**config.mk**
```make
export PLATFORM = sky130hd
export DESIGN_NAME = trial_division_factorizer_flat
export DESIGN_NICKNAME = d
export VERILOG_FILES = /design/src/rtl/core/tdf_pkg.sv /design/src/rtl/core/tdf_in_if.sv /design/src/rtl/core/tdf_out_if.sv /design/src/rtl/core/trial_division_factorizer.sv /design/src/flat_wrapper.sv
export SDC_FILE = /design/constraint.sdc
export NUM_CORES = 1
export LEC_CHECK = 0
export ABC_AREA = 1
export BUFFER_PORTS_ARGS = -buffer_cell sky130_fd_sc_hd__buf_2
export CAP_MARGIN = 20
export CORE_ASPECT_RATIO = 0.5
export CORE_MARGIN = 2
export CORE_UTILIZATION = 48
export CTS_CLUSTER_DIAMETER = 200
export CTS_CLUSTER_SIZE = 28
export DETAILED_ROUTE_END_ITERATION = 6
export HOLD_SLACK_MARGIN = 0.02
export PLACE_DENSITY = 0.63
export SLEW_MARGIN = 15
export SYNTH_ARGS = -nofsm -noshare
export SYNTH_HDL_FRONTEND = slang
export SYNTH_SLANG_ARGS = --single-unit
export TNS_END_PERCENT = 50
```
**constraint.sdc**
```tcl
create_clock -name clk_i -period 3 [get_ports clk_i]
set_input_delay 0.15 -clock clk_i [delete_from_list [all_inputs] [get_ports clk_i]]
set_output_delay 0.15 -clock clk_i [all_outputs]
set_load 0.02 [all_outputs]
```
**src/rtl/core/tdf_pkg.sv**
```systemverilog
package tdf_pkg;

  // Width of the input value field and of the factor result field.
  localparam int unsigned ValueFieldWidth  = 16;
  localparam int unsigned FactorFieldWidth = 16;

  // Most results that one request may produce; further factors are dropped.
  localparam int unsigned MaxResults = 16;
  localparam int unsigned CntWidth   = $clog2(MaxResults + 1);

  typedef enum logic [2:0] {
    ST_IDLE,
    ST_NONE,
    ST_TWOS,
    ST_DIV_LOAD,
    ST_DIV,
    ST_DECIDE,
    ST_LAST_FACTOR,
    ST_FLUSH
  } state_e;

endpackage

```
**src/rtl/core/tdf_in_if.sv**
```systemverilog
interface tdf_in_if;
  logic                                    valid;
  logic                                    ready;
  logic [tdf_pkg::ValueFieldWidth-1:0]     value;

  modport source (output valid, output value, input ready);
  modport sink   (input valid, input value, output ready);
endinterface

```
**src/rtl/core/tdf_out_if.sv**
```systemverilog
interface tdf_out_if;
  logic                                    valid;
  logic                                    ready;
  logic [tdf_pkg::FactorFieldWidth-1:0]    factor;
  logic                                    has_factor;
  logic                                    last;

  modport source (output valid, output factor, output has_factor, output last, input ready);
  modport sink   (input valid, input factor, input has_factor, input last, output ready);
endinterface

```
**src/rtl/core/trial_division_factorizer.sv**
```systemverilog
// Trial-division prime factorizer.
// A request on req_i carries one unsigned value; its low VALUE_WIDTH bits are factored.
// The results leave on res_o in ascending order, one prime factor per result, repeated
// factors repeated, and the final result of a request has last set. Values zero and one
// give a single result with has_factor low, factor zero and last set.
// Factors of two are shifted out first. Every division pass then runs the same steps,
// whether it tries a new odd divisor or divides out a factor that was just found
// again: a load step, one quotient bit per cycle from the bit-serial restoring divider
// and a decision step. A 16-bit prime therefore takes about 128 passes, while a value
// built from small factors finishes far sooner.
// The divider is the only division unit and is shared by the bound test and the
// divisibility test: d*d <= n holds exactly when d <= n / d.
// A new request is taken only when the previous one has been fully worked off; the last
// result may still sit in the output register while the next request is accepted.
// When the receiver stalls, the block holds one pending factor and one result in the
// output register and then waits; nothing is lost or reordered.
// Reset is asynchronous and active low; it empties the output register and returns the
// controller to idle, ready for a request as soon as reset is released.
module trial_division_factorizer #(
  parameter int unsigned VALUE_WIDTH = 16
) (
  input  logic             clk_i,
  input  logic             rst_ni,
  tdf_in_if.sink           req_i,
  tdf_out_if.source        res_o
);

  localparam int unsigned W   = VALUE_WIDTH;
  // A trial divisor never exceeds 2^ceil(W/2) + 1, so this width leaves headroom.
  localparam int unsigned DW  = (W + 1) / 2 + 1;
  localparam int unsigned BCW = $clog2(W + 1);
  localparam int unsigned CW  = tdf_pkg::CntWidth;
  localparam int unsigned FW  = tdf_pkg::FactorFieldWidth;

  tdf_pkg::state_e state_q, state_d;

  // Remaining value, current odd trial divisor and factor bookkeeping.
  logic [W-1:0]   n_q, n_d;
  logic [DW-1:0]  d_q, d_d;
  logic [CW-1:0]  cnt_q, cnt_d;
  logic [W-1:0]   pend_q, pend_d;
  logic           pend_vld_q, pend_vld_d;

  // Bit-serial divider: the dividend shifts out at the top while quotient bits shift in.
  logic [W-1:0]   div_q, div_d;
  logic [DW-1:0]  prem_q, prem_d;
  logic [BCW-1:0] bit_cnt_q, bit_cnt_d;

  // Output register.
  logic           out_vld_q, out_vld_d;
  logic [FW-1:0]  out_factor_q, out_factor_d;
  logic           out_has_q, out_has_d;
  logic           out_last_q, out_last_d;

  logic           slot_free;
  logic           push_ok;
  logic           push_req;
  logic [W-1:0]   push_val;
  logic           cnt_room;
  logic [31:0]    value_ext;
  logic [W-1:0]   n_in;
  logic [31:0]    pend_ext;
  logic [DW:0]    trial_rem;
  logic [DW:0]    trial_diff;

  assign value_ext = 32'(req_i.value);
  assign n_in      = value_ext[W-1:0];
  assign pend_ext  = 32'(pend_q);

  assign slot_free = !out_vld_q || res_o.ready;
  // A new factor may be taken when there is no pending one to move out, or it can move.
  assign push_ok   = !pend_vld_q || slot_free;
  assign cnt_room  = cnt_q < CW'(tdf_pkg::MaxResults);

  // One restoring step: bring down the next dividend bit and try the subtraction.
  assign trial_rem  = {prem_q, div_q[W-1]};
  assign trial_diff = trial_rem - {1'b0, d_q};

  assign res_o.valid      = out_vld_q;
  assign res_o.factor     = out_factor_q;
  assign res_o.has_factor = out_has_q;
  assign res_o.last       = out_last_q;

  always_comb begin
    state_d      = state_q;
    n_d          = n_q;
    d_d          = d_q;
    cnt_d        = cnt_q;
    pend_d       = pend_q;
    pend_vld_d   = pend_vld_q;
    div_d        = div_q;
    prem_d       = prem_q;
    bit_cnt_d    = bit_cnt_q;
    out_vld_d    = out_vld_q && !res_o.ready;
    out_factor_d = out_factor_q;
    out_has_d    = out_has_q;
    out_last_d   = out_last_q;
    push_req     = 1'b0;
    push_val     = '0;
    req_i.ready  = 1'b0;

    case (state_q)
      tdf_pkg::ST_IDLE: begin
        req_i.ready = 1'b1;
        if (req_i.valid) begin
          n_d        = n_in;
          cnt_d      = '0;
          pend_vld_d = 1'b0;
          state_d    = (n_in < W'(2)) ? tdf_pkg::ST_NONE : tdf_pkg::ST_TWOS;
        end
      end
      tdf_pkg::ST_NONE: begin
        if (slot_free) begin
          out_vld_d    = 1'b1;
          out_factor_d = '0;
          out_has_d    = 1'b0;
          out_last_d   = 1'b1;
          state_d      = tdf_pkg::ST_IDLE;
        end
      end
      tdf_pkg::ST_TWOS: begin
        if (!n_q[0] && cnt_room) begin
          push_req = 1'b1;
          push_val = W'(2);
          if (push_ok) begin
            n_d = n_q >> 1;
          end
        end else begin
          d_d     = DW'(3);
          state_d = tdf_pkg::ST_DIV_LOAD;
        end
      end
      tdf_pkg::ST_DIV_LOAD: begin
        if (cnt_room) begin
          div_d     = n_q;
          prem_d    = '0;
          bit_cnt_d = BCW'(W);
          state_d   = tdf_pkg::ST_DIV;
        end else begin
          state_d = tdf_pkg::ST_LAST_FACTOR;
        end
      end
      tdf_pkg::ST_DIV: begin
        if (trial_rem >= {1'b0, d_q}) begin
          prem_d = trial_diff[DW-1:0];
          div_d  = {div_q[W-2:0], 1'b1};
        end else begin
          prem_d = trial_rem[DW-1:0];
          div_d  = {div_q[W-2:0], 1'b0};
        end
        bit_cnt_d = bit_cnt_q - BCW'(1);
        if (bit_cnt_q == BCW'(1)) begin
          state_d = tdf_pkg::ST_DECIDE;
        end
      end
      tdf_pkg::ST_DECIDE: begin
        // The quotient falling below the divisor means d*d exceeds the remaining value.
        if (div_q < W'(d_q)) begin
          state_d = tdf_pkg::ST_LAST_FACTOR;
        end else if (prem_q == '0) begin
          push_req = 1'b1;
          push_val = W'(d_q);
          if (push_ok) begin
            n_d     = div_q;
            state_d = tdf_pkg::ST_DIV_LOAD;
          end
        end else begin
          d_d     = d_q + DW'(2);
          state_d = tdf_pkg::ST_DIV_LOAD;
        end
      end
      tdf_pkg::ST_LAST_FACTOR: begin
        if (n_q > W'(2) && cnt_room) begin
          push_req = 1'b1;
          push_val = n_q;
          if (push_ok) begin
            state_d = tdf_pkg::ST_FLUSH;
          end
        end else begin
          state_d = tdf_pkg::ST_FLUSH;
        end
      end
      tdf_pkg::ST_FLUSH: begin
        if (slot_free) begin
          out_vld_d    = 1'b1;
          out_factor_d = pend_ext[FW-1:0];
          out_has_d    = 1'b1;
          out_last_d   = 1'b1;
          pend_vld_d   = 1'b0;
          state_d      = tdf_pkg::ST_IDLE;
        end
      end
      default: begin
        state_d = tdf_pkg::ST_IDLE;
      end
    endcase

    // A factor is held back in the pending register so that the last one can carry the last flag.
    if (push_req && push_ok) begin
      if (pend_vld_q) begin
        out_vld_d    = 1'b1;
        out_factor_d = pend_ext[FW-1:0];
        out_has_d    = 1'b1;
        out_last_d   = 1'b0;
      end
      pend_d     = push_val;
      pend_vld_d = 1'b1;
      cnt_d      = cnt_q + CW'(1);
    end
  end

  always_ff @(posedge clk_i or negedge rst_ni) begin
    if (!rst_ni) begin
      state_q    <= tdf_pkg::ST_IDLE;
      out_vld_q  <= 1'b0;
      pend_vld_q <= 1'b0;
      cnt_q      <= '0;
      bit_cnt_q  <= '0;
      n_q        <= '0;
      d_q        <= '0;
    end else begin
      state_q    <= state_d;
      out_vld_q  <= out_vld_d;
      pend_vld_q <= pend_vld_d;
      cnt_q      <= cnt_d;
      bit_cnt_q  <= bit_cnt_d;
      n_q        <= n_d;
      d_q        <= d_d;
    end
  end

  always_ff @(posedge clk_i) begin
    pend_q       <= pend_d;
    div_q        <= div_d;
    prem_q       <= prem_d;
    out_factor_q <= out_factor_d;
    out_has_q    <= out_has_d;
    out_last_q   <= out_last_d;
  end

endmodule

```
**src/flat_wrapper.sv**
```systemverilog
// flat-port wrapper written by rule: the top's interface ports become plain ports
module trial_division_factorizer_flat 
#(
  parameter int unsigned VALUE_WIDTH = 16
)
  (clk_i, rst_ni, req_i_valid, req_i_value, req_i_ready, res_o_valid, res_o_factor, res_o_has_factor, res_o_last, res_o_ready);
  tdf_in_if req_i_i ();
  tdf_out_if res_o_i ();
  input  logic clk_i;
  input  logic rst_ni;
  input wire logic [$bits(req_i_i.valid)-1:0] req_i_valid;
  input wire logic [$bits(req_i_i.value)-1:0] req_i_value;
  output wire logic [$bits(req_i_i.ready)-1:0] req_i_ready;
  output wire logic [$bits(res_o_i.valid)-1:0] res_o_valid;
  output wire logic [$bits(res_o_i.factor)-1:0] res_o_factor;
  output wire logic [$bits(res_o_i.has_factor)-1:0] res_o_has_factor;
  output wire logic [$bits(res_o_i.last)-1:0] res_o_last;
  input wire logic [$bits(res_o_i.ready)-1:0] res_o_ready;
  assign req_i_i.valid = req_i_valid;
  assign req_i_i.value = req_i_value;
  assign req_i_ready = req_i_i.ready;
  assign res_o_valid = res_o_i.valid;
  assign res_o_factor = res_o_i.factor;
  assign res_o_has_factor = res_o_i.has_factor;
  assign res_o_last = res_o_i.last;
  assign res_o_i.ready = res_o_ready;
  trial_division_factorizer #(.VALUE_WIDTH(VALUE_WIDTH)) u_core (.clk_i(clk_i), .rst_ni(rst_ni), .req_i(req_i_i), .res_o(res_o_i));
endmodule
```
==> metrics.yaml <==
status:
  status: "completed"
placed_design:
  post-place-ws_ns: 0.501
  dp_hpwl_um: 10700
  port_buffers: 39
  placedCellCount: 907
  gp_congestion: 0.924
sta:
  tightest_slew_ns: 0.568
  hold_slack_ns: 0.0853
  layout_setup_ws_ns: 0.449
  fin_setup_tns_ns: 0
  maxSlewHeadroom_pct: 61.9
  rsz0062_at_grt: "false"
  setup_viol_count_final: 0
  hold_viol_final: 0
  final-max-slew-violation-count: 0
  min_period_ns: 2.55
  skew_ns: 0.0123
  timing.final.crit_share_pct: 85.0
  max_freq_ghz: 0.392
power:
  ir_worst_vdd_mv: 0.386
  cellLeakagePower_nw: 2.91
  power_density_nw_per_um2: 1080
layout:
  drive_gt1_share_pct: 11.3
  layout.nets: 797
  fin_cells: 925
  fin_util_pct: 54.9
  synthToLayoutAreaGrowth_pct: 12.0
  multiInputGateArea_sq_um: 2730
  num_antenna_cells: 0
  seqCellArea_sq_um: 2590
  nFillCells: 1128
critical_path:
  path_cells: "inv_1 -> ha_1 -> a21oi_1 -> nor2_1 -> nor3_1 -> nand2_1 -> nand2_1 -> nand2_1 -> nand2_2 -> nand2_2 -> nand2_2 -> buf_4 -> o21ai_0"
  critPathMaxStageDelay_ns: 0.39
  ff2ff_setup_slack_ns: 0.45
  startpoint: "u_core.d_q[5]$_DFFE_PN0P_"
  critPathKind: "reg2reg"
  r2r_start: "u_core.d_q[5]$_DFFE_PN0P_"
  start_kind: "flop"
  path_max_fanout: 29
  critPathCaptureType: "flop"
  cpMaxStageDelayCell: "dfrtp_1"
  arrival_ns: 2.78
  required_ns: 3.23
die:
  die_w_um: 159
  start_util_pct: 49.0
  io_pins: 40
  fp-row-count: 28
  core_sq_um: 11800
  die-area_sq_um: 13000
  die_h_um: 81.5
synthesis:
  synthesis.nets: 761
  synthCells: 719
  syn_area_per_cell_sq_um: 8.02
  netlist_area_sq_um: 5770
  synth_cell_types: 39
  synth_area_leaders: "edfxtp_1 (21%), dfrtp_1 (17%), nand2_1 (13%)"
  synth-main-ff-cell: "edfxtp_1"
  synth-seq-cells: 99
  synthArstFlopShare_pct: 40.4
  yosys.area.top_type: "edfxtp_1"
  synth_top_area_share_pct: 21.3
  synth.yosys.warnings: 0
  synth_edf_count: 41
  yosysSeqAreaShare_pct: 44.9
global_route:
  grtUsageMet1_pct: 32.4
  antenna_found_initial: 0
  overflow: 0
  grt_pass1_vias: 4656
  grt_max_degree: 42
  grt_use_met2_pct: 38.0
  grtUsageTotal_pct: 23.6
  busiest_layer: "met2"
  grt_pass1_wl_um: 24000
  grt_use_met3_pct: 5.51
clock_tree:
  cts.clk_slew.worst_paths_ns: 0.07
  cts_made_buffers: 9
  ctsHtreeMaxLevel: 3
  tritoncts: "yes"
  clk_path_buf_depth: 2
  insertion_delay_ns: 0.36
  numClockSinks: 99
  clockRootBuffer: "clkbuf_16"
routing:
  dr.first_iter.drc_count: 349
  wl_per_cell_um: 15.9
  drt.antenna.violating_nets: 0
  via_per_inst: 5.44
  drt_pre_antenna_iters: 5
  drt_wl_total_um: 14700
  drc: 0
  num_vias: 5035
min_path:
  min_path_type: "in2reg"
  hold_path_startpoint: "req_i_value[0]"
run:
  maxCapViolations: 0
flip-flops by register name, summed over array words and instances (netlist names):
name,count
u_core.bit_cnt_q,5
u_core.state_q,3
u_core.pend_vld_q,1
u_core.pend_q,16
u_core.div_q,16
u_core.res_o.valid,1
u_core.res_o.has_factor,1
u_core.cnt_q,5
u_core.n_q,16
u_core.d_q,9
u_core.res_o.last,1
u_core.prem_q,9
u_core.res_o.factor,16
path summary, 6_finish.rpt:
check | to | depth (start not counted)
max | u_core.pend_vld_q$_DFFE_PN0P_ | 13
min in group asynchronous | u_core.bit_cnt_q[4]$_DFFE_PN0P_ | 2
min reg2reg | u_core.n_q[4]$_DFFE_PN0P_ | 2
max in group asynchronous | u_core.cnt_q[4]$_DFFE_PN0P_ | 3
min | u_core.n_q[0]$_DFFE_PN0P_ | 3
max reg2reg | u_core.pend_vld_q$_DFFE_PN0P_ | 13
synth_stat cells, types with 16 or more instances:
cell and count:
nor2_1 46, o22ai_1 17, nand3_1 25, mux2i_1 16
edfxtp_1 41, dfxtp_1 18, ha_1 21, inv_1 80
o21ai_1 22, o21ai_0 52, o221ai_1 17, clkbuf_1 16
nand2_1 200, a21oi_1 25, dfrtp_1 40
metrics by stage:
step | area (sq um) | power (mW)
finish | 6460 | 6.99
global route | 6460 | 7.57
CTS | 6440 | 6.99
detailed placement | 6120 | 5.78
global placement | 6120 | 5.73
floorplan | 5770 | 4.88
metal layers:
metal | vias to the layer above | wire [um]
met2 | 163 | 6370
met4 | 0 | 133
met5 | - | 0
li1 | 2512 | -
met1 | 2347 | 7140
met3 | 13 | 1040
cells by family (layout without fill, tap and decap cells):
kind of cell	count (synthesis)	count (layout)	share of synthesized area [%]
buf+inv	114	155	7.85
mux	16	16	2.78
simple gates	305	305	22.2
compound gates	151	151	15.5
fa+ha+maj	22	22	4.90
xor+xnor	12	12	1.82
flops	99	99	44.9
report_power, final:
part           switching (mW)  leakage (nW)  internal [mW]  total (mW)
Clock                   0.546         0.153          0.661        1.21
Sequential              0.392          1.05           2.07        2.47
Combinational            2.20          1.71           1.12        3.32
layout make-up:
type,instances,area share (%)
multi-input combinational,506,42.2
clock buffer,9,3.49
inverter,88,5.11
clock inverter,7,1.22
tap,165,3.20
timing repair buffer,51,4.65
sequential,99,40.1
layout by cell type (no fill, tap or decap), types with 2 or more instances in the layout:
| master | count |
|---|---|
| a211oi_1 | 2 |
| a21oi_1 | 25 |
| a221oi_1 | 8 |
| a31oi_1 | 3 |
| buf_2 | 39 |
| buf_4 | 10 |
| clkbuf_16 | 9 |
| dfrtp_1 | 40 |
| dfxtp_1 | 18 |
| edfxtp_1 | 41 |
| ha_1 | 21 |
| inv_1 | 80 |
| inv_2 | 7 |
| inv_6 | 3 |
| mux2i_1 | 16 |
| nand2_1 | 200 |
| nand2_2 | 4 |
| nand3_1 | 25 |
| nand3b_1 | 2 |
| nand4_1 | 8 |
| nor2_1 | 45 |
| nor2_2 | 3 |
| nor2_4 | 2 |
| nor3_1 | 6 |
| nor4_1 | 6 |
| o21ai_0 | 52 |
| o21ai_1 | 22 |
| o221ai_1 | 17 |
| o22ai_1 | 17 |
| or2_2 | 3 |
| xnor2_1 | 6 |
| xor2_1 | 6 |
worst max-delay path: cells and delay by family (launching register included):
kind	cells	cell delay, ns
AOI/OAI and AO/OA	2	0.27
adders and majority gates	1	0.27
buffers and inverters	2	0.46
DFF	1	0.39
and+or+nand+nor	8	1.03
timing repair:
| item | CTS | global route |
|---|---|---|
| buffers inserted | 0 | 0 |
| hold buffers | 1 | 0 |
| hold endpoints to repair | 40 | 0 |
| gates resized for setup | 0 | 0 |
(Power assumes the default switching activity.)
